File: src/int64_alu_floor_divide_defines.svh
// ---------------------------------------------------------------------------
// int64_alu_floor_divide assertion macros
// Shared concurrent assertion shorthands for the ALU.
// ---------------------------------------------------------------------------
`ifndef INT64_ALU_FLOOR_DIVIDE_DEFINES_SVH
`define INT64_ALU_FLOOR_DIVIDE_DEFINES_SVH

// prop must hold at every clock edge out of reset
`define IFD_ASSERT(lbl, clk, rst_n, prop, msg) \
    lbl: assert property (@(posedge clk) disable iff (!rst_n) (prop)) else $error(msg);

// cond must never be true out of reset
`define IFD_NEVER(lbl, clk, rst_n, cond, msg) \
    lbl: assert property (@(posedge clk) disable iff (!rst_n) !(cond)) else $error(msg);

`endif

File: src/ifd_pkg.sv
// ---------------------------------------------------------------------------
// ifd_pkg
// Types and constants shared by the floor-divide ALU modules.
// ---------------------------------------------------------------------------
package ifd_pkg;

    localparam int XLEN           = 64;
    localparam int DATA_WIDTH_DEF = 64;

    // operation codes on the action field
    localparam logic [2:0] OP_ADD = 3'd0;
    localparam logic [2:0] OP_SUB = 3'd1;
    localparam logic [2:0] OP_MUL = 3'd2;
    localparam logic [2:0] OP_DIV = 3'd3;
    localparam logic [2:0] OP_MOD = 3'd4;

    // class assigned by the front end
    typedef enum logic [2:0] {
        K_ADD,
        K_SUB,
        K_MUL,
        K_DIV,
        K_MOD,
        K_DZ,   // divide or modulo by zero
        K_NOP   // undefined opcode
    } t_kind;

    typedef struct packed {
        logic [2:0]      action;
        logic [XLEN-1:0] lhs;
        logic [XLEN-1:0] rhs;
    } t_req;

    typedef struct packed {
        logic [XLEN-1:0] result;
        logic            status;
    } t_rsp;

    // classified transaction: a/b are raw operands for add/sub/mul,
    // magnitudes for divide and modulo
    typedef struct packed {
        t_kind           kind;
        logic            neg_n;
        logic            neg_d;
        logic [XLEN-1:0] a;
        logic [XLEN-1:0] b;
    } t_cls;

endpackage

File: src/ifd_front.sv
// ---------------------------------------------------------------------------
// ifd_front
// Accepts requests, classifies them and buffers them in a two-entry queue.
// ---------------------------------------------------------------------------
module ifd_front #(
    parameter int DATA_WIDTH = ifd_pkg::DATA_WIDTH_DEF
) (
    input  logic          i_clk,
    input  logic          i_rst_n,
    input  logic          i_push,
    input  ifd_pkg::t_req i_req,
    output logic          o_full,
    output logic          o_vld,
    output ifd_pkg::t_cls o_cls,
    input  logic          i_take
);

    logic signed [DATA_WIDTH-1:0] lhs_w;
    logic signed [DATA_WIDTH-1:0] rhs_w;
    logic [ifd_pkg::XLEN-1:0]     lx;
    logic [ifd_pkg::XLEN-1:0]     rx;
    logic                         wr;
    logic                         rd;
    ifd_pkg::t_cls                n_cls;
    ifd_pkg::t_cls                r_q [2];
    logic                         r_wr;
    logic                         r_rd;
    logic [1:0]                   r_cnt;

    assign lhs_w = i_req.lhs[DATA_WIDTH-1:0];
    assign rhs_w = i_req.rhs[DATA_WIDTH-1:0];
    assign lx    = ifd_pkg::XLEN'(lhs_w);
    assign rx    = ifd_pkg::XLEN'(rhs_w);

    always_comb begin
        n_cls.neg_n = lx[ifd_pkg::XLEN-1];
        n_cls.neg_d = rx[ifd_pkg::XLEN-1];
        n_cls.a     = lx;
        n_cls.b     = rx;
        unique case (i_req.action)
            ifd_pkg::OP_ADD: n_cls.kind = ifd_pkg::K_ADD;
            ifd_pkg::OP_SUB: n_cls.kind = ifd_pkg::K_SUB;
            ifd_pkg::OP_MUL: n_cls.kind = ifd_pkg::K_MUL;
            ifd_pkg::OP_DIV, ifd_pkg::OP_MOD: begin
                if (rx == '0) begin
                    n_cls.kind = ifd_pkg::K_DZ;
                end else if (i_req.action == ifd_pkg::OP_DIV) begin
                    n_cls.kind = ifd_pkg::K_DIV;
                end else begin
                    n_cls.kind = ifd_pkg::K_MOD;
                end
                n_cls.a = n_cls.neg_n ? -lx : lx;
                n_cls.b = n_cls.neg_d ? -rx : rx;
            end
            default: n_cls.kind = ifd_pkg::K_NOP;
        endcase
    end

    assign o_full = (r_cnt == 2'd2);
    assign o_vld  = (r_cnt != 2'd0);
    assign o_cls  = r_q[r_rd];
    assign wr     = i_push && !o_full;
    assign rd     = i_take && o_vld;

    always_ff @(posedge i_clk) begin
        if (!i_rst_n) begin
            r_wr  <= 1'b0;
            r_rd  <= 1'b0;
            r_cnt <= 2'd0;
        end else begin
            if (wr) begin
                r_wr <= ~r_wr;
            end
            if (rd) begin
                r_rd <= ~r_rd;
            end
            r_cnt <= r_cnt + {1'b0, wr} - {1'b0, rd};
        end
    end

    always_ff @(posedge i_clk) begin
        if (wr) begin
            r_q[r_wr] <= n_cls;
        end
    end

endmodule

File: config.mk
export PLATFORM = sky130hd
export DESIGN_NAME = ifd_front
export DESIGN_NICKNAME = d
export VERILOG_FILES = /design/src/int64_alu_floor_divide_defines.svh /design/src/ifd_pkg.sv /design/src/ifd_front.sv
export SDC_FILE = /design/constraint.sdc
export NUM_CORES = 1
export LEC_CHECK = 0
export ABC_AREA = 1
export ABC_CLOCK_PERIOD_IN_PS = 9400
export BUFFER_PORTS_ARGS = -buffer_cell sky130_fd_sc_hd__buf_2
export CAP_MARGIN = 20
export CORE_UTILIZATION = 56
export DETAILED_ROUTE_END_ITERATION = 8
export PLACE_DENSITY = 0.8
export SLEW_MARGIN = 20
export SYNTH_ARGS = -nofsm -noshare
export SYNTH_HDL_FRONTEND = slang
export SYNTH_SLANG_ARGS = --single-unit
File: constraint.sdc
create_clock -name i_clk -period 9.4 [get_ports i_clk]
set_input_delay 0.94 -clock i_clk [delete_from_list [all_inputs] [get_ports i_clk]]
set_output_delay 0.94 -clock i_clk [all_outputs]
set_load 0.005 [all_outputs]
==> results of run 1 <==
## power breakdown
part / switching [mW] / internal, mW / total [mW]
logic: 0.502 / 0.384 / 0.886
registers: 0.0497 / 1.56 / 1.61
clock network: 0.463 / 0.631 / 1.09
## layout make-up
| class | instances | area, µm² | share of cell area |
|---|---|---|---|
| clock inverters | 17 | 180.2 | 0.01052 |
| inverters | 181 | 679.4 | 0.03969 |
| clock buffers | 33 | 719.4 | 0.04203 |
| well taps | 330 | 412.9 | 0.02412 |
| flip-flops and latches | 271 | 8092 | 0.4727 |
| multi-input cells | 998 | 5610 | 0.3277 |
| repair buffers | 277 | 1423 | 0.08310 |
| diodes | 1 | 2.502 | 0.0001462 |
## sequential cells by signal, summed over array words and instances (netlist names), named ones only
name	flops
r_q	266
r_rd	1
r_cnt	2
r_wr	1
## layout by cell type (no fill, tap or decap), types with 3 or more instances in the layout
master / count
o21ai_0: 26
ha_1: 4
bufinv_16: 3
nor2_1: 212
nor2_4: 5
clkinv_2: 5
xnor2_1: 22
o21ai_1: 9
a21oi_1: 11
xor2_1: 47
buf_2: 269
inv_1: 181
nand2_1: 348
or2_2: 3
mux2_2: 133
nor3_1: 3
nand4_1: 35
clkinv_1: 4
clkbuf_16: 28
edfxtp_1: 266
nand3b_1: 12
clkbuf_1: 5
dfxtp_1: 4
buf_4: 6
o21ai_2: 7
nand3_1: 99
nand2_2: 7
## logic make-up (layout without fill, tap and decap cells)
| kind of cell | Yosys count | count (layout) | synth area share |
|---|---|---|---|
| DFF | 271 | 271 | 0.5561 |
| and+or+nand+nor | 729 | 729 | 0.2104 |
| xor gates and xnor gates | 69 | 69 | 0.04155 |
| muxes | 133 | 133 | 0.1030 |
| adders and majority gates | 4 | 4 | 0.003441 |
| AOI/OAI and AO/OA | 63 | 63 | 0.02633 |
| buffers and inverters | 212 | 508 | 0.05919 |
| other | 0 | 1 | 0 |
## worst paths after layout
kind / end / slack [ns]
max: o_cls[77] / 5.67
min: flip-flop / 0.45
max reg2reg: r_q[1][22] / 7.12
min reg2reg: flip-flop / 0.45
## per-layer routing
| metal | global-route usage | vias up |
|---|---|---|
| li1 | - | 5519 |
| met1 | 0.3692 | 5445 |
| met2 | 0.5241 | 537 |
| met3 | 0.05587 | 106 |
| met4 | 0.1385 | 2 |
| met5 | 0 | - |
## worst max-delay path, delay by kind of cell (launching register included)
| kind | cells | cell delay (ns) |
|---|---|---|
| buffers and inverters | 3 | 1.35 |
| muxes | 1 | 0.41 |
| DFF | 1 | 0.34 |
==> reports/qor.yml, run 1 <==
status: "complete, no violations"
synth_cell_type_count: 36
cts_root_buffer: "clkbuf_16"
synth_largest_area_cell: "edfxtp_1"
overflow: 0
routed_wl_mm: 40.91
area_delta_synth_final_pct: 17.70
grt_pass1_vias: 11370
grt_pass1_wl_mm: 61.59
maxCapViolations: 0
synth-edff-count: 266
core.rowCount: 58
syn-instance-count: 1481
synth_area_leaders: "edfxtp_1 55%, mux2_2 10%, nand2_1 9.0%, nor2_1 5.5%, inv_1 4.7%"
dr_total_vias: 11610
hold_path.class: "reg2reg"
period_needed_ns: 3.725
dp_hpwl_mm: 31.05
synth_common_cells: "348 x nand2_1, 266 x edfxtp_1, 214 x nor2_1, 181 x inv_1, 133 x mux2_2"
end_kind: "output port"
routed-wl-met3_mm: 3.084
ys_seq_area_frac: 0.5561
dp.cells: 2057
yosys_warnings: 0
async_flop_share: 0
hold_viol: 0
routed-wl-met2_mm: 19.89
synthFlopType: "edfxtp_1"
post-place-ws_ns: 6.013
power_mw: 3.587
post_cts_buffers: 0
finalClockSkew_ns: 0.01134
path_clk_slew_ns: 0.06
worstMarginPinSlew_ns: 0.8301
postCtsResizedCells: 0
slew_headroom: 0.4466
timing.rr.start: "r_cnt[1]"
firstDrtPassIters: 7
yosys.area.top_type_share: 0.5492
tns_ns: 0
critPathKind: "reg2out"
hold_buffers: 0
syn_area_per_cell_um2: 9.820
drc_errors: 0
start_util: 0.5743
rsz0062_at_grt: "false"
final_cells: 2108
top_layer: "met5"
post_drt_wl_per_cell_um: 19.41
cts_buffer_depth: 3
report.final.slew_viol_count: 0
place_congestion: 0.9531
syn_nets: 1620
max_freq_ghz: 0.2684
cts_inserted_buffers: 28
dieArea_um2: 26620
synth_area_um2: 14540
synth_seq_cells: 271
startpoint_type: "flip-flop"
grt_max_degree: 134
final.period_utilization: 0.3963
io_buffers: 269
die_w_um: 163.2
vias_per_cell: 5.507
min_path_cells: 1
p_per_area_nw_per_um2: 209.5
final_core_util: 0.6759
final_area_um2: 17120
antenna_left: 0
holdCritStartpoint: "r_rd"
drtIter0Drc: 1014
tritoncts: "done"
setup_viol: 0
cp.arrival_ns: 2.79
antenna_found_initial: 1
r2r_cells: 5
die_y_um: 163.2
clk_latency_ns: 0.55
whs_ns: 0.4471
cp.required_ns: 8.46
ir_drop_v: 0.0001894
coreArea_um2: 25330
fillCellCount: 1995
yosysMostFrequentCell: "nand2_1"
m1WireLength_mm: 16.10
final_layout_size_suffix_gt1_frac: 0.2701
cts-htree-levels: 1
dpl_cell_area_um2: 16210
grt_util_all_layers: 0.3040
fin_ws_ns: 5.675
power.leakage_nw: 7.123
clkSinkCount: 271
ioPinCount: 270
critPathMaxStageDelay_ns: 0.65
final_nets: 1896
crit_slowest_cell: "buf_4"
path_cells: "buf_6 -> buf_4 -> mux2_2 -> buf_2"
path_max_fanout: 83
(Power assumes the default switching activity.)
==> run 2, diff against run 1 <==
- ABC_CLOCK_PERIOD_IN_PS: 9400 -> 3700
- clock period: 9.4 -> 3.7 ns (I/O delays scaled with it)
==> reports/qor.yml, run 2 (synthesis results as in run 1) <==
clk_latency_ns: 0.54  # was 0.55 ns
io_buffers: 269  # unchanged
path_clk_slew_ns: 0.06  # about the same
final_layout_size_suffix_gt1_frac: 0.2694  # was 0.2701
vias_per_cell: 5.442  # was 5.507
dp_hpwl_mm: 31.64  # was 31.05 mm
critPathMaxStageDelay_ns: 0.67  # was 0.65 ns
cts_root_buffer: "clkbuf_16"  # unchanged
cp.arrival_ns: 2.31  # was 2.79 ns
r2r_slack_ns: 1.78  # was 7.12 ns
timing.rr.start: "r_cnt[1]"  # unchanged
path_cells: "buf_12 -> mux2_2 -> buf_2"  # was buf_6 -> buf_4 -> mux2_2 -> buf_2
drc_errors: 0  # unchanged
tritoncts: "done"  # unchanged
hold_viol: 0  # unchanged
min_to: "r_q[1][0]"
r2r_cells: 4  # was 5
start_util: 0.5743  # unchanged
path_max_fanout: 83  # unchanged
cp.required_ns: 3.33  # was 8.46 ns
final_core_util: 0.6754  # was 0.6759
post_cts_buffers: 0  # unchanged
final_nets: 1899  # was 1896
grt_pass1_vias: 11480  # was 11370
worstMarginPinSlew_ns: 0.7641  # was 0.8301 ns
post-place-ws_ns: 0.9345  # was 6.013 ns
dieArea_um2: 26620  # unchanged
cts_buffer_depth: 3  # unchanged
worst_r2r_endpoint: "r_q[1][46]"  # was r_q[1][22]
firstDrtPassIters: 6  # was 7
power_mw: 8.990  # was 3.587 mW
cts-htree-levels: 1  # unchanged
slew_headroom: 0.4872  # was 0.4466
antenna_left: 0  # unchanged
die_w_um: 163.2  # unchanged
fin_ws_ns: 1.018  # was 5.675 ns
final_cell_mix: "348 x nand2_1, 269 x buf_2, 266 x edfxtp_1"  # unchanged
grt_pass1_wl_mm: 61.69  # was 61.59 mm
end_kind: "output port"  # unchanged
holdCritStartpoint: "i_req[0]"  # was r_rd
ioPinCount: 270  # unchanged
cts_inserted_buffers: 28  # unchanged
coreArea_um2: 25330  # unchanged
post_drt_wl_per_cell_um: 19.28  # was 19.41 µm
setup_viol: 0  # unchanged
whs_ns: 0.02988  # was 0.4471 ns
power.leakage_nw: 7.114  # was 7.123 nW
drtIter0Drc: 962  # was 1014
top_register: "r_q"  # unchanged
overflow: 0  # unchanged
crit_buf_inv: 2  # was 3
critPathKind: "reg2out"  # unchanged
core.rowCount: 58  # unchanged
max_freq_ghz: 0.3729
final.period_utilization: 0.7248
antenna_found_initial: 2  # was 1
startpoint_type: "flip-flop"  # unchanged
grt_max_degree: 84  # was 134
min_path_cells: 1  # unchanged
final_cells: 2113  # was 2108
dp.cells: 2060  # was 2057
status: "complete, no violations"  # unchanged
hold_path.class: "in2reg"  # was reg2reg
place_congestion: 0.9853  # was 0.9531
routed_wl_mm: 40.73  # was 40.91 mm
postCtsResizedCells: 0  # unchanged
grt_util_all_layers: 0.3059  # was 0.3040
top_regs: "r_q x266, r_cnt x2"  # unchanged
die_y_um: 163.2  # unchanged
dr_total_vias: 11500  # was 11610
dpl_cell_area_um2: 16240  # was 16210 µm²
period_needed_ns: 2.682
hold_buffers: 0  # unchanged
final_common_cell: "nand2_1"  # unchanged
crit_family: "flip-flops"  # was buffers and inverters
report.final.slew_viol_count: 0  # unchanged
p_per_area_nw_per_um2: 525.5  # was 209.5 nW/µm²
final_area_um2: 17110  # was 17120 µm²
crit_slowest_cell: "dfxtp_4"  # was buf_4
largest_reg_flops: 266  # unchanged
tns_ns: 0  # unchanged
finalClockSkew_ns: 0.008813  # was 0.01134 ns
clkSinkCount: 271  # unchanged
area_delta_synth_final_pct: 17.62  # was 17.70%
rsz0062_at_grt: "false"  # unchanged
maxCapViolations: 0  # unchanged
ir_drop_v: 0.0005394  # was 0.0001894 V
==> run 2: changes by cell type in the layout (fill, tap and decap cells not counted), sizes merged <==
| cell | previous run | this run |
|---|---|---|
| buf | 277 | 280 |
| clkbuf | 33 | 36 |
| bufinv | 3 | 1 |
| clkinvlp | 1 | 2 |
==> run 2: area by class of cell <==
type                    instances  area [µm²]
diodes                          1       2.502
clock buffers                  36       752.0
well taps                     330       412.9
repair buffers                280        1441
inverters                     181       679.4
flip-flops and latches        271        8092
multi-input cells             998        5610
clock inverters                16       116.4
fillers                      2027        8220
==> run 2: worst max path at each step <==
| stage | to | startpoint | cells past startpoint |
|---|---|---|---|
| final | o_cls[115] | flip-flop | 3 |
| after detailed placement | r_q[0][102] | i_req[128] | 9 |
| after CTS | o_cls[109] | flip-flop | 3 |
| after global routing | o_cls[125] | flip-flop | 3 |
| after floorplan | r_q[1][0] | r_cnt[1] | 3 |
| after global placement | r_q[0][118] | i_req[129] | 9 |
==> run 2: routing by layer <==
layer,track usage,up-vias,part of all wire
met1,0.3788,5437,0.39
met5,0,-,0.00032
li1,-,5505,-
met3,0.05104,95,0.070
met4,0.1109,2,0.038
met2,0.5358,461,0.50
==> run 2: power breakdown <==
group	switching, mW	total, mW	internal, mW
Clock	1.14	2.65	1.51
Sequential	0.144	4.10	3.95
Combinational	1.26	2.25	0.983
